[config.mk]
export PLATFORM = sky130hd
export DESIGN_NAME = page_frame_bitmap_marker_top
export DESIGN_NICKNAME = d
export VERILOG_FILES = /design/src/sv/pfbm_pkg.sv /design/src/sv/page_frame_bitmap_marker_top.sv
export SDC_FILE = /design/constraint.sdc
export NUM_CORES = 2
export LEC_CHECK = 0
export BUFFER_PORTS_ARGS = -buffer_cell sky130_fd_sc_hd__clkbuf_2
export CAP_MARGIN = 20
export CORE_AREA = 2 2 269 271
export DETAILED_ROUTE_END_ITERATION = 7
export DIE_AREA = 0 0 271 273
export PLACE_DENSITY = 0.86
export SLEW_MARGIN = 40
export SYNTH_ARGS = -nofsm -noshare
export SYNTH_HDL_FRONTEND = slang
export SYNTH_SLANG_ARGS = --single-unit
[constraint.sdc]
create_clock -name clk -period 60.9 [get_ports clk]
set_clock_uncertainty 0.2 [all_clocks]
set_input_delay 9.135 -clock clk [delete_from_list [all_inputs] [get_ports clk]]
set_output_delay 9.135 -clock clk [all_outputs]
set_load 0.01 [all_outputs]
[src/sv/pfbm_pkg.sv]
package pfbm_pkg;

  // Page geometry: 4 KiB pages, 64 pages to one bitmap word.
  localparam int PAGE_SHIFT = 12;
  localparam int WORD_SHIFT = 6;

  // Page numbers derived from a byte address sum of 54 bits.
  localparam int PG_W = 42;

  // Commands.
  localparam logic [1:0] CMD_REGION    = 2'd0;
  localparam logic [1:0] CMD_PAGE_USED = 2'd1;
  localparam logic [1:0] CMD_PAGE_FREE = 2'd2;

  // Region types; every other code is treated as unknown.
  localparam logic [3:0] RT_USABLE         = 4'd0;
  localparam logic [3:0] RT_RESERVED       = 4'd1;
  localparam logic [3:0] RT_ACPI_RECLAIM   = 4'd2;
  localparam logic [3:0] RT_ACPI_NVS       = 4'd3;
  localparam logic [3:0] RT_BAD            = 4'd4;
  localparam logic [3:0] RT_LOADER_RECLAIM = 4'd5;
  localparam logic [3:0] RT_KERNEL         = 4'd6;
  localparam logic [3:0] RT_FRAMEBUFFER    = 4'd7;

  typedef struct packed {
    logic [1:0]  cmd;
    logic [51:0] region_base;
    logic [51:0] region_length;
    logic [3:0]  region_type;
    logic [17:0] page_index;
  } in_word_t;

  typedef struct packed {
    logic [63:0] total_overall;
    logic [63:0] total_usable;
    logic [63:0] total_unusable;
    logic [63:0] total_bad;
    logic [31:0] entries_counted;
    logic        out_of_range;
  } out_word_t;

endpackage

[src/sv/page_frame_bitmap_marker_top.sv]
// Each accepted word passes the sum, range and setup steps; when the region or page
// covers bitmap words they are then walked (one word read per cycle, the modify-write
// following in the cycle after the read) and flushed before the result is loaded.
// A new word is taken only once the last is done; in_ready returns the cycle after the
// result is loaded, which waits while an earlier result is held back by out_ready.
// Reset clears the totals, then sweeps every bitmap word to zero.
module page_frame_bitmap_marker_top
  import pfbm_pkg::*;
#(
  parameter int BITMAP_WORDS = 4096
) (
  input  logic      clk,
  input  logic      rst,
  input  logic      in_valid,
  output logic      in_ready,
  input  in_word_t  in_data,
  output logic      out_valid,
  input  logic      out_ready,
  output out_word_t out_data
);

  // Word address width, page index width within the bitmap, and a width that
  // can also hold the page limit itself.
  localparam int AW = (BITMAP_WORDS > 1) ? $clog2(BITMAP_WORDS) : 1;
  localparam int PW = AW + WORD_SHIFT;
  localparam int LW = PW + 1;
  localparam logic [PG_W-1:0] LIMIT_PG = PG_W'(BITMAP_WORDS) << WORD_SHIFT;
  localparam logic [LW-1:0]   LIMIT_LW = LW'(BITMAP_WORDS) << WORD_SHIFT;
  localparam logic [AW-1:0]   LAST_WORD = AW'(BITMAP_WORDS - 1);

  // Sequencer states.
  localparam logic [2:0] S_CLEAR = 3'd0;
  localparam logic [2:0] S_IDLE  = 3'd1;
  localparam logic [2:0] S_SUM   = 3'd2;
  localparam logic [2:0] S_RANGE = 3'd3;
  localparam logic [2:0] S_SETUP = 3'd4;
  localparam logic [2:0] S_WALK  = 3'd5;
  localparam logic [2:0] S_FLUSH = 3'd6;
  localparam logic [2:0] S_OUT   = 3'd7;

  logic [2:0]      state;
  logic [AW-1:0]   clr;
  in_word_t        item;

  logic [63:0]     overall_sum;
  logic [63:0]     usable_sum;
  logic [63:0]     unusable_sum;
  logic [63:0]     bad_sum;
  logic [31:0]     entries_seen;

  logic            mark;
  logic            op_set;
  logic            oor;
  logic            walk_go;
  logic [PG_W-1:0] first_pg;
  logic [PG_W-1:0] end_pg;
  logic [LW-1:0]   end_lim;
  logic [AW-1:0]   w;
  logic [AW-1:0]   wfirst;
  logic [AW-1:0]   wlast;
  logic [5:0]      lo;
  logic [5:0]      hi;

  // Read-modify-write pipeline into the bitmap.
  logic            p_valid;
  logic            p_set;
  logic [AW-1:0]   p_addr;
  logic [63:0]     p_mask;
  logic [63:0]     rd_data;
  logic [63:0]     page_bits [BITMAP_WORDS];

  logic [53:0]     byte_end;
  logic [PW-1:0]   endm1;
  logic            nonempty;
  logic            over;
  logic [5:0]      lo_eff;
  logic [5:0]      hi_eff;
  logic [63:0]     walk_mask;
  logic            wr_en;
  logic [AW-1:0]   wr_addr;
  logic [63:0]     wr_data;

  assign in_ready = (state == S_IDLE);

  // Region end rounded up to a page boundary.
  assign byte_end = {2'b00, item.region_base} + {2'b00, item.region_length} + 54'd4095;

  // Range checks against the end of the bitmap.
  assign nonempty = end_pg > first_pg;
  assign over     = end_pg > LIMIT_PG;
  assign endm1    = PW'(end_lim - LW'(1));

  // Bit span of the current word; the edge words are partial.
  assign lo_eff    = (w == wfirst) ? lo : 6'd0;
  assign hi_eff    = (w == wlast) ? hi : 6'd63;
  assign walk_mask = ({64{1'b1}} << lo_eff) & ({64{1'b1}} >> (6'd63 - hi_eff));

  // The clearing sweep and the pipeline share the single write port.
  always_comb begin
    if (state == S_CLEAR) begin
      wr_en   = 1'b1;
      wr_addr = clr;
      wr_data = '0;
    end else begin
      wr_en   = p_valid;
      wr_addr = p_addr;
      wr_data = p_set ? (rd_data | p_mask) : (rd_data & ~p_mask);
    end
  end

  // Bitmap memory: one write and one registered read per cycle.
  always_ff @(posedge clk) begin
    if (wr_en) begin
      page_bits[wr_addr] <= wr_data;
    end
    rd_data <= page_bits[w];
  end

  // Write stage follows the read in the next cycle.
  always_ff @(posedge clk) begin
    p_addr <= w;
    p_mask <= walk_mask;
    p_set  <= op_set;
    if (rst) begin
      p_valid <= 1'b0;
    end else begin
      p_valid <= (state == S_WALK);
    end
  end

  // Sequencer and running totals.
  always_ff @(posedge clk) begin
    if (rst) begin
      state        <= S_CLEAR;
      clr          <= '0;
      overall_sum  <= '0;
      usable_sum   <= '0;
      unusable_sum <= '0;
      bad_sum      <= '0;
      entries_seen <= '0;
    end else begin
      unique case (state)
        S_CLEAR: begin
          clr <= clr + AW'(1);
          if (clr == LAST_WORD) begin
            state <= S_IDLE;
          end
        end
        S_IDLE: begin
          if (in_valid) begin
            item  <= in_data;
            state <= S_SUM;
          end
        end
        S_SUM: begin
          op_set <= (item.cmd != CMD_PAGE_FREE);
          if (item.cmd == CMD_REGION) begin
            first_pg     <= PG_W'(item.region_base >> PAGE_SHIFT);
            end_pg       <= byte_end[53:PAGE_SHIFT];
            overall_sum  <= overall_sum + 64'(item.region_length);
            entries_seen <= entries_seen + 32'd1;
            unique case (item.region_type)
              RT_USABLE, RT_ACPI_RECLAIM, RT_LOADER_RECLAIM: begin
                usable_sum <= usable_sum + 64'(item.region_length);
                mark       <= 1'b0;
              end
              RT_RESERVED, RT_ACPI_NVS, RT_KERNEL, RT_FRAMEBUFFER: begin
                unusable_sum <= unusable_sum + 64'(item.region_length);
                mark         <= 1'b1;
              end
              default: begin
                bad_sum <= bad_sum + 64'(item.region_length);
                mark    <= 1'b1;
              end
            endcase
          end else begin
            // A single page is the one-page range [page, page + 1).
            first_pg <= PG_W'(item.page_index);
            end_pg   <= PG_W'(item.page_index) + PG_W'(1);
            mark     <= (item.cmd == CMD_PAGE_USED) || (item.cmd == CMD_PAGE_FREE);
          end
          state <= S_RANGE;
        end
        S_RANGE: begin
          oor     <= mark && nonempty && over;
          walk_go <= mark && (over ? (first_pg < LIMIT_PG) : nonempty);
          end_lim <= over ? LIMIT_LW : end_pg[LW-1:0];
          state   <= S_SETUP;
        end
        S_SETUP: begin
          w      <= first_pg[PW-1:WORD_SHIFT];
          wfirst <= first_pg[PW-1:WORD_SHIFT];
          wlast  <= endm1[PW-1:WORD_SHIFT];
          lo     <= first_pg[5:0];
          hi     <= endm1[5:0];
          state  <= walk_go ? S_WALK : S_OUT;
        end
        S_WALK: begin
          if (w == wlast) begin
            state <= S_FLUSH;
          end else begin
            w <= w + AW'(1);
          end
        end
        S_FLUSH: begin
          state <= S_OUT;
        end
        S_OUT: begin
          if (!out_valid || out_ready) begin
            state <= S_IDLE;
          end
        end
      endcase
    end
  end

  // Output register; the next word may be accepted while it waits.
  always_ff @(posedge clk) begin
    if (rst) begin
      out_valid <= 1'b0;
    end else if (state == S_OUT && (!out_valid || out_ready)) begin
      out_valid                <= 1'b1;
      out_data.total_overall   <= overall_sum;
      out_data.total_usable    <= usable_sum;
      out_data.total_unusable  <= unusable_sum;
      out_data.total_bad       <= bad_sum;
      out_data.entries_counted <= entries_seen;
      out_data.out_of_range    <= oor;
    end else if (out_ready) begin
      out_valid <= 1'b0;
    end
  end

  // The write pipeline has drained before a new word is taken.
  a_idle_drained: assert property (@(posedge clk) disable iff (rst)
    in_ready |-> !p_valid)
    else $error("bitmap write pending while accepting a word");

  // Writes come only from words read during the walk.
  a_write_from_walk: assert property (@(posedge clk) disable iff (rst)
    p_valid |-> $past(state) == S_WALK)
    else $error("bitmap write without a walk read");

  // The walk never passes its last word.
  a_walk_bound: assert property (@(posedge clk) disable iff (rst)
    (state == S_WALK) |-> (w <= wlast && wlast <= LAST_WORD))
    else $error("walk beyond its last bitmap word");

  // A result appears only at the end of an item.
  a_result_origin: assert property (@(posedge clk) disable iff (rst)
    $rose(out_valid) |-> $past(state) == S_OUT)
    else $error("result raised outside the output step");

  // A clipped range never reaches past the bitmap.
  a_clip: assert property (@(posedge clk) disable iff (rst)
    (state == S_SETUP && walk_go) |-> (end_lim <= LIMIT_LW && end_lim != '0))
    else $error("clipped range end out of bounds");

endmodule

==> results.toml <==
[final_layout]
mostFrequentLayoutCell = "nand2_1"
nets = 5366
fill_cells = 4955
drive_above_1_share_pct = 14.0
synthToLayoutAreaGrowth_pct = 12.7
final_cell_mix = "nand2_1, edfxtp_1, a21oi_1"
fin_cells = 5905

[die]
fp.dieW_um = 271
start_util_pct = 64.4
die_y_um = 273
fp-row-count = 98
ioPinCount = 423
fp.coreArea_um2 = 71000
dieArea_um2 = 74000

[setup_path]
crit_path_max_incr_delay_ps = 670
endpoint_kind = "register"
path_class = "input port to register"
path_max_fanout = 97
worstSetupStartpointType = "input port"
cp.required_ps = 60970
critPathBufInv = 6
crit_chain = "buf_8 > inv_2 > buf_4 > nand2_1 > nor3b_2 > buf_4 > buf_6 > buf_6"
r2r_setup_slack_ps = 55780
startpoint = "rst"
slowest_stage = "buf_4"
worst_path_dominant_cell_family = "buffers and inverters"
rr_startpoint = "item[31]"
reg2reg_depth = 13
arrival_ps = 12800
r2r_end = "end_pg[31]"

[clock_tree]
clk_pin_slew_ps = 60
cts-root-buf = "clkbuf_16"
numCtsBuffers = 86
cts_tree = "built"
clock_path_buffers = 3
cts_setup_buffers = 0
cts_htree_levels = 3
cts_resized = 0
clk_latency_ps = 660
postCtsHoldBufs = 0
cts.sinks = 848

[min_path]
min_path_type = "register to register"
min_from = "oor"
whs_endpoint = "out_data[0]"
min_path_cells = 0

[yosys]
synth_edf_count = 544
netlist_area_um2 = 45700
ys.flop_type = "edfxtp_1"
syn_avg_cell_area_um2 = 10.1
synth-async-reset-ratio_pct = 0
syn_nets = 5025
synth_top_area_share_pct = 35.7
synth_area_leaders = "edfxtp_1, dfxtp_1, ha_1"
synth_seq_area_share_pct = 49.0
ys_ff_latch = 848
yosysTopAreaCell = "edfxtp_1"
yosysWarnings = 0
yosysUniqueCellTypes = 100
syn-instance-count = 4535

[outcome]
status = "completed"

[global_route]
grt_usage_pct = 33.1
grt_pass1_wl_um = 191000
first_global_vias = 34899
grt_max_degree = 118
antenna_found_initial = 4
grt_overflow = 0

[routing]
via_count = 36829
drcViolationCount = 0
drt-wirelength-per-cell_um = 21.3
initialDrtViolationCount = 3603
ant_nets = 0
viasPerCell = 6.24
dr.pass1.iters = 7
wl_um = 126000

[power]
pwr-share-seq_pct = 52.2
power.share.clock_pct = 46.9
sw_frac_of_total_pct = 20.5
ir_drop_mv = 0.0203
power_density_nw_per_um2 = 22.5
power.leakage_nw = 21.0
pwr-share-comb_pct = 0.9
p_switching_w = 0.000238
p_int_w = 0.000922

[timing]
tightest_slew_ps = 865
slew_viol_final = 0
hold_viol = 0
maxSlewHeadroom_pct = 42.3
fmax_ghz = 0.0786
min_period_ps = 12730
setup_violations = 0
post-route-period-util_pct = 20.9
setup_tns_ps = 0
rsz0062_at_grt = "false"

[placed_design]
post-dp-hpwl_um = 91300
gp_congestion = 0.991
io_buffers = 422
placedCellCount = 5738

[flow_run]
cap_viol_max_count = 0
state kept, by name (all words and copies together), names as in the netlist:
name          cells
clr              12
out_data        289
overall_sum      64
state             3
mark              1
end_pg           42
wlast            12
end_lim          18
w                12
oor               1
out_valid         1
entries_seen     32
first_pg         40
item            128
unusable_sum     64
usable_sum       64
walk_go           1
bad_sum          64
synth_stat cells (all sizes together), types with 21 or more instances:
cell type and n:
nand2 549, edfxtp 544, a21oi 495, ha 354, dfxtp 304, nor2 265, o21ai 213, inv 174
a21o 173, xnor2 172, clkbuf 166, nand3 123, xor2 119, nand4 107, nor3 76, a211oi 57
and2 56, o21bai 42, and3 41, or3 37, o21a 32, a31oi 31, buf 30, o211ai 28
nand2b 27, nor2b 26, nor4 26, mux2 25, or4 21
through the flow:
| step | utilization, % | total power [W] | hold slack (ps) | setup slack [ps] | cell area, um^2 |
|---|---|---|---|---|---|
| after floorplan | - | 0.000622 | 200 | 28820 | 45700 |
| after global placement | 68.3 | 0.000628 | 225 | 47250 | 48500 |
| after detailed placement | 68.5 | 0.000628 | 215 | 47670 | 48600 |
| after CTS | 72.5 | 0.00117 | 241 | 48310 | 51500 |
| after global routing | 72.6 | 0.00119 | 248 | 48020 | 51500 |
| final | 72.6 | 0.00116 | 241 | 48180 | 51500 |
power groups by stage:
| stage | clock network (W) | logic (W) | registers [W] |
|---|---|---|---|
| 5_1_grt | 0.000570 | 0.0000109 | 0.000606 |
| 4_1_cts | 0.000549 | 0.00000999 | 0.000606 |
| 2_1_floorplan | 0 | 0.00000372 | 0.000618 |
| 3_3_place_gp | 0 | 0.00000951 | 0.000618 |
| 6_report | 0.000544 | 0.0000101 | 0.000606 |
| 3_5_place_dp | 0 | 0.00000981 | 0.000618 |
metal layers:
| layer | vias up | part of all wire [%] | GRT usage [%] |
|---|---|---|---|
| met5 | - | 0 | 0 |
| met4 | 0 | 5.1 | 15.8 |
| met3 | 341 | 8.8 | 5.89 |
| met2 | 1689 | 47 | 54.4 |
| met1 | 17453 | 39 | 42.6 |
| li1 | 17346 | - | - |
logic make-up (layout without fill, tap and decap cells):
group,count (synthesis),in the layout,share of synthesized area [%]
and+or+nand+nor,1422,1422,14.9
AOI/OAI and AO/OA,1211,1211,16.7
DFF,848,848,49.0
buffers and inverters,370,784,3.10
adders and majority gates,358,358,9.86
xor gates and xnor gates,291,291,5.58
muxes,35,35,0.835
other,0,6,0
worst max-delay path by stage:
stage / endpoint / depth (start not counted) / slack [ps]
floorplan: out_data[0] / 4 / 28820
detailed placement: out_data[155] / 8 / 47670
global route: out_data[85] / 8 / 48020
CTS: out_data[155] / 8 / 48310
finish: out_data[224] / 8 / 48180
global placement: out_data[86] / 8 / 47250
cell type report:
cell class | instances | area [um^2] | area share [%]
Tap cell | 950 | 1190 | 2.31
Timing Repair Buffer | 449 | 2380 | 4.62
Clock inverter | 54 | 592 | 1.15
Multi-Input combinational cell | 3317 | 22000 | 42.6
Sequential cell | 848 | 22400 | 43.5
Inverter | 174 | 653 | 1.27
Clock buffer | 107 | 2310 | 4.49
Antenna cell | 6 | 15.0 | 0.0291
(Power assumes the default switching activity.)
